[src/hw/rtl/svpwm_pkg.sv]
`timescale 1ns / 1ps
// ----------------------------------------------------------------------------
// svpwm_pkg: shared types, constants and functions
// Fixed-point formats, queue sizing, sector codes and the sine generator
// used to build the angle lookup tables at elaboration.
// ----------------------------------------------------------------------------
package svpwm_pkg;

  // input angle index
  localparam int IndexW  = 8;
  localparam int TblSize = 1 << IndexW;

  // queue between front and back
  localparam int QueueDepth = 4;
  localparam int QueuePtrW  = $clog2(QueueDepth);
  localparam int QueueCntW  = $clog2(QueueDepth + 1);

  // configuration registers
  localparam int CfgIdxW = 1;
  localparam int CfgDataW = 16;
  localparam logic [15:0] PeriodReset = 16'd4200;
  localparam logic [14:0] AmpReset    = 15'd18350;

  // fixed-point constants
  localparam longint unsigned PiHalfQ30 = 64'd1686629713;
  localparam logic [16:0]     Sqrt3Q15  = 17'd56756;
  localparam logic [15:0]     OneQ15    = 16'd32768;
  localparam logic [15:0]     HalfQ15   = 16'd16384;

  // width of dwell and phase times before clamping
  localparam int TimeW = 21;

  typedef logic signed [15:0] sample_t;
  typedef logic signed [TimeW-1:0] time_t;
  typedef logic [2:0] sector_t;

  typedef enum logic [CfgIdxW-1:0] {
    RegPeriod    = 1'b0,
    RegAmplitude = 1'b1
  } reg_idx_t;

  localparam sector_t SecNone = 3'd0;
  localparam sector_t Sec1    = 3'd1;
  localparam sector_t Sec2    = 3'd2;
  localparam sector_t Sec3    = 3'd3;
  localparam sector_t Sec4    = 3'd4;
  localparam sector_t Sec5    = 3'd5;
  localparam sector_t Sec6    = 3'd6;

  typedef struct packed {
    sample_t sin_val;
    sample_t cos_val;
  } lut_t;

  typedef struct packed {
    logic [15:0] period_count;
    logic [14:0] amplitude;
  } cfg_t;

  typedef struct packed {
    logic full;
    logic empty;
  } q_stat_t;

  // Taylor series of sin through x^11, angle in Q2.30, each term truncated
  function automatic longint unsigned sin_q30(input longint unsigned x);
    longint unsigned x2;
    longint unsigned term;
    longint unsigned sum;
    x2   = (x * x) >> 30;
    term = x;
    sum  = x;
    term = ((term * x2) >> 30) / 64'd6;   sum = sum - term;
    term = ((term * x2) >> 30) / 64'd20;  sum = sum + term;
    term = ((term * x2) >> 30) / 64'd42;  sum = sum - term;
    term = ((term * x2) >> 30) / 64'd72;  sum = sum + term;
    term = ((term * x2) >> 30) / 64'd110; sum = sum - term;
    return sum;
  endfunction

  // Q1.15 sine for a quadrant and an angle within that quadrant
  function automatic sample_t sine_value(input longint unsigned quad,
                                         input longint unsigned x);
    longint unsigned xr;
    longint unsigned v;
    sample_t         r;
    xr = ((quad & 64'd1) != 64'd0) ? (PiHalfQ30 - x) : x;
    v  = (sin_q30(xr) * 64'd32767 + (64'd1 << 29)) >> 30;
    if (v > 64'd32767) begin
      v = 64'd32767;
    end
    r = sample_t'(v[15:0]);
    return (quad >= 64'd2) ? -r : r;
  endfunction

  // map the three projection signs onto a voltage sector
  function automatic sector_t sector_of(input logic [2:0] code);
    sector_t s;
    unique case (code)
      3'b011:  s = Sec1;
      3'b001:  s = Sec2;
      3'b101:  s = Sec3;
      3'b100:  s = Sec4;
      3'b110:  s = Sec5;
      3'b010:  s = Sec6;
      default: s = SecNone;
    endcase
    return s;
  endfunction

  // limit a phase time to 0..1.0 in Q15
  function automatic logic [15:0] clamp_phase(input time_t p);
    logic [15:0] r;
    if (p < 0) begin
      r = 16'd0;
    end else if (p > $signed(TimeW'(OneQ15))) begin
      r = OneQ15;
    end else begin
      r = p[15:0];
    end
    return r;
  endfunction

endpackage

[src/hw/rtl/svpwm_queue.sv]
`timescale 1ns / 1ps
// ----------------------------------------------------------------------------
// svpwm_queue: short first-in first-out queue
// Holds looked-up sine and cosine pairs between the front and the back.
// ----------------------------------------------------------------------------
module svpwm_queue (
  input  logic               clk,
  input  logic               rst,
  input  logic               push,
  input  svpwm_pkg::lut_t    push_data,
  input  logic               pop,
  output svpwm_pkg::lut_t    rd_data,
  output svpwm_pkg::q_stat_t q_stat
);
  import svpwm_pkg::*;

  lut_t                 slots [QueueDepth];
  logic [QueuePtrW-1:0] wr_ptr;
  logic [QueuePtrW-1:0] rd_ptr;
  logic [QueueCntW-1:0] count;

  assign q_stat.full  = (count == QueueCntW'(QueueDepth));
  assign q_stat.empty = (count == '0);
  assign rd_data      = slots[rd_ptr];

  always_ff @(posedge clk) begin
    if (push) begin
      slots[wr_ptr] <= push_data;
    end
  end

  always_ff @(posedge clk) begin
    if (rst) begin
      wr_ptr <= '0;
      rd_ptr <= '0;
      count  <= '0;
    end else begin
      if (push) begin
        wr_ptr <= wr_ptr + QueuePtrW'(1);
      end
      if (pop) begin
        rd_ptr <= rd_ptr + QueuePtrW'(1);
      end
      priority if (push && !pop) begin
        count <= count + QueueCntW'(1);
      end else if (pop && !push) begin
        count <= count - QueueCntW'(1);
      end
    end
  end

endmodule

[config.mk]
export PLATFORM = sky130hd
export DESIGN_NAME = svpwm_queue
export DESIGN_NICKNAME = d
export VERILOG_FILES = /design/src/hw/rtl/svpwm_pkg.sv /design/src/hw/rtl/svpwm_queue.sv
export SDC_FILE = /design/constraint.sdc
export NUM_CORES = 1
export LEC_CHECK = 0
export ABC_AREA = 1
export BUFFER_PORTS_ARGS = -buffer_cell sky130_fd_sc_hd__buf_2
export CORE_MARGIN = 2
export CORE_UTILIZATION = 61
export CTS_CLUSTER_DIAMETER = 80
export CTS_CLUSTER_SIZE = 40
export DETAILED_ROUTE_END_ITERATION = 16
export HOLD_SLACK_MARGIN = 0.06
export PLACE_DENSITY = 0.84
export SYNTH_ARGS = -nofsm -noshare
export SYNTH_HDL_FRONTEND = slang
export SYNTH_SLANG_ARGS = --single-unit
[constraint.sdc]
create_clock -name clk -period 4.3 [get_ports clk]
set_input_delay 0.645 -clock clk [delete_from_list [all_inputs] [get_ports clk]]
set_output_delay 0.645 -clock clk [all_outputs]
set_load 0.03 [all_outputs]
# ---- Word level (Yosys, flattened, before mapping)
# Memory sizes are Yosys's and may differ from the RTL's. A register that Yosys moved wholly into a read port is not among the register bits.
# Index checks and enable logic that the tools add are counted.
dict set report classes {
  addsub 4
  n_eq_ne 1
  n_mux 6
  reduce_logical 6
}
# cell count
set ops {}
lappend ops {{3-bit two-way mux} 2}
lappend ops {{2-bit by 1-bit adder with 2-bit output, second input constant} 2}
lappend ops {{2-bit two-way mux} 2}
lappend ops {{3-bit by 1-bit adder with 3-bit output, second input constant} 1}
lappend ops {{3-bit == test, second input constant} 1}
lappend ops {{3-bit zero test} 1}
lappend ops {{3-bit by 1-bit subtractor with 3-bit output, second input constant} 1}
lappend ops {{1-bit logical AND} 2}
lappend ops {{1-bit zero test} 2}
lappend ops {{1-bit two-way mux} 2}
lappend ops {{2-bit nonzero test} 1}
dict set report totals {
  reg_bits 7
  ramBits 128
  in_bits 36
  out_inout_bits 34
  elab_cells 21
  mem_count 1
}
# name words width read_ports rd_ports_with_merged_regs write_ports line
set memory_table {}
lappend memory_table {slots 4 32 1 1 1 svpwm_queue.sv:17} ;# lut_t slots [QueueDepth];

# ---- Longest topological paths before layout
dict set report depth {
  depth_word 4
  mapped_depth 10
  ltp_nobuf 10
}

# ---- Worst setup path after synthesis
# Ideal clock, no wire load.
dict set report synth_timing {
  path_type {flip-flop to output port}
  startpoint {register with a tool-made name}
  endpoint {output rd_data[18] in the netlist's numbering}
  t_arrival_ns 1.178
  required_time_ns 3.655
  path_slack_ns 2.477
  stages_incl_launch_ff 6
  n_path_buf 2
  path_cell_list {dfxtp_1 buf_6 inv_8 buf_6 nor2_1 o22ai_1}
}
# item line
set synth_lines {}
lappend synth_lines {{end, declared} svpwm_queue.sv:12} ;# output svpwm_pkg::lut_t rd_data,

==> results.py <==
metrics = {
    "detailed_routing": {
        "ant_nets": 0,
        "wl_per_cell_microns": 18.7,
        "drcViolationCount": 0,
        "first_iter_violations": 339,
        "vias": 3272,
        "avgViaCountPerCell": 5.84,
        "drt_first_pass_iters": 5,
        "drt-total-wl_mm": 10.5,
    },
    "logic_synthesis": {
        "synth_seq_cells": 137,
        "synth_nets": 409,
        "synthCells": 367,
        "synth_ff_type": "edfxtp_1",
        "synth-edff-count": 128,
        "seq_area_frac_synth": 0.770,
        "netlist_area_sq_um": 5220,
        "synth_common_cells": "edfxtp_1, nor2_1, o21ai_0",
        "yosysTopAreaCell": "edfxtp_1",
        "synth_most_common_cell": "edfxtp_1",
        "synthArstFlopShare": 0,
        "yosys-top-cells-area": "edfxtp_1, nor2_1, o21ai_0, o22ai_1, dfxtp_1",
        "yosys_warnings": 0,
        "yosysTopAreaCellShare": 0.736,
        "synth_area_per_cell_sq_um": 14.2,
        "ys_types": 21,
    },
    "floorplanning": {
        "boundaryPins": 70,
        "die-area_sq_um": 9320,
        "initial_core_util": 0.632,
        "die_h_microns": 96.5,
        "fp.coreArea_sq_um": 8260,
        "die_w_microns": 96.5,
        "rows": 33,
    },
    "worst_hold_path": {
        "min_path_cells": 2,
        "hold_class": "in2reg",
    },
    "grt": {
        "grt_pass1_vias": 3190,
        "grt_max_degree": 65,
        "grt.total_usage": 0.244,
        "antenna_found_initial": 0,
        "grt_first_pass_wirelength_mm": 16.1,
        "overflow": 0,
    },
    "clock_tree": {
        "clkSinkCount": 137,
        "clockBufferDepth": 2,
        "cts.htree.levels": 4,
        "path_clk_slew_ps": 60,
        "clock_latency_ps": 520,
        "holdBufCountCts": 0,
        "tritoncts": "yes",
        "cts.repair.resized": 0,
        "numCtsBuffers": 17,
        "cts-root-buf": "clkbuf_8",
        "cts_setup_buffers": 0,
    },
    "final_layout": {
        "nFillCells": 489,
        "diodes": 0,
        "seq_area_sq_um": 4030,
        "fin_cells": 560,
        "area_growth_pct": 18.3,
        "drive_gt1_frac": 0.240,
        "fin_area_sq_um": 6180,
        "fin_util": 0.748,
        "layout.nets": 484,
        "multi_input_area_sq_um": 970,
    },
    "power_and_ir_drop": {
        "p_sw_frac": 0.245,
        "internal-power_mw": 2.50,
        "irDropWorstVdd_uv": 336,
        "power_leakage_nw": 2.27,
        "combinationalPowerShare": 0.101,
        "p_clk_frac": 0.431,
        "power.switching_uw": 812,
        "p_seq_frac": 0.469,
        "power-per-cell-area_nw_per_um2": 536,
    },
    "timing": {
        "finalSetupTns_ps": 0,
        "finalSetupViolations": 0,
        "finalHoldViolCount": 0,
        "worstMarginPinSlew_ps": 939,
        "drv_slew": 0,
        "maxSlewHeadroom": 0.374,
        "final.period_utilization": 0.717,
        "finalWorstPathRequiredPeriod_ps": 3080,
        "fmax_mhz": 324,
        "rsz0062_at_grt": "false",
        "skew_ps": 6.23,
    },
    "critical_path": {
        "critPathLaunchType": "register",
        "crit_path_max_fanout": 64,
        "r2r_cells": 5,
        "worstSetupPathType": "reg2out",
        "cp_slowest_stage_delay_ps": 930,
        "end_kind": "output pin",
        "crit_chain": "inv_8 > o21ai_0 > o22ai_1 > buf_2",
        "cp.arrival_ps": 2440,
        "cp_top_family": "flip-flops",
        "crit_required_ps": 3650,
        "crit_buf_inv": 2,
        "cp_num_cells": 4,
        "critPathSlowestCell": "dfxtp_2",
        "ff2ff_setup_slack_ps": 2390,
    },
    "placed_design": {
        "post_dp_cell_area_sq_um": 5590,
        "dp_cells": 528,
        "port_buffers": 69,
        "gp_congestion": 0.783,
        "dpl.hpwl_mm": 5.46,
    },
    "status": {
        "status": "completed",
    },
    "run": {
        "drv_cap": 0,
    },
}
==> cell usage in the layout (no fill, tap or decap) <==
cell and count:
a21oi_1 3, nand3_1 1, clkinvlp_4 4, inv_2 1, clkbuf_8 1, dfxtp_1 8
nor3_1 2, buf_4 6, inv_8 1, bufinv_16 3, dfxtp_2 1, xor2_1 1
nand4_1 1, o21ai_1 28, ha_1 5, inv_1 15, clkbuf_16 16, clkinv_2 2
fa_1 1, clkbuf_1 1, buf_2 69, o21ai_0 41, o22ai_1 32, edfxtp_1 128
nand2_1 9, clkinv_4 3, nor2_1 70, inv_6 2
==> flip-flops by register name (all words and copies together), names as in the netlist, named ones only <==
name	count
count	3
rd_ptr	2
slots	128
wr_ptr	2
==> layer usage <==
layer | global-route usage | routed length (microns)
met3 | 0.0753 | 853
met5 | 0 | 0
met2 | 0.380 | 5260
met4 | 0.114 | 223
met1 | 0.317 | 4110
==> logic make-up (layout without fill, tap and decap cells) <==
kind of cell    Yosys count  in the layout  share of synthesized area
buf+inv                  36            124                     0.0438
flops                   137            137                      0.770
simple gates             83             83                     0.0609
fa+ha+maj                 6              6                     0.0158
xor+xnor                  1              1                    0.00168
compound gates          104            104                      0.107
==> per-stage QoR <==
step / setup slack [ps] / hold slack (ps) / power (mW)
3_5_place_dp: 1820 / 439 / 1.91
3_3_place_gp: 1900 / 423 / 1.89
4_1_cts: 1210 / 279 / 3.32
2_1_floorplan: 2480 / 412 / 1.80
6_report: 1220 / 295 / 3.31
5_1_grt: 977 / 288 / 3.41
==> power by group through the flow <==
stage	Clock (mW)	Combinational (mW)	Sequential (mW)
floorplan	0	0.240	1.56
global route	1.49	0.363	1.56
detailed placement	0	0.328	1.58
finish	1.43	0.333	1.55
CTS	1.44	0.334	1.55
global placement	0	0.318	1.57
==> path summary, 6_finish.rpt <==
check,start,endpoint
max,register,rd_data[28]
min,rst,count[0]$_SDFFE_PP0P_
max reg2reg,wr_ptr[1]$_SDFFE_PP0P_,slots[1][25]$_DFFE_PP_
min reg2reg,rd_ptr[1]$_SDFFE_PP0P_,rd_ptr[1]$_SDFFE_PP0P_
==> layout make-up <==
cell class                      instances  area share
Timing Repair Buffer                   75      0.0632
Multi-Input combinational cell        194       0.157
Inverter                               17      0.0115
Clock buffer                           18      0.0676
Clock inverter                         14      0.0281
Tap cell                              105      0.0213
Sequential cell                       137       0.651
(Power assumes the default switching activity.)
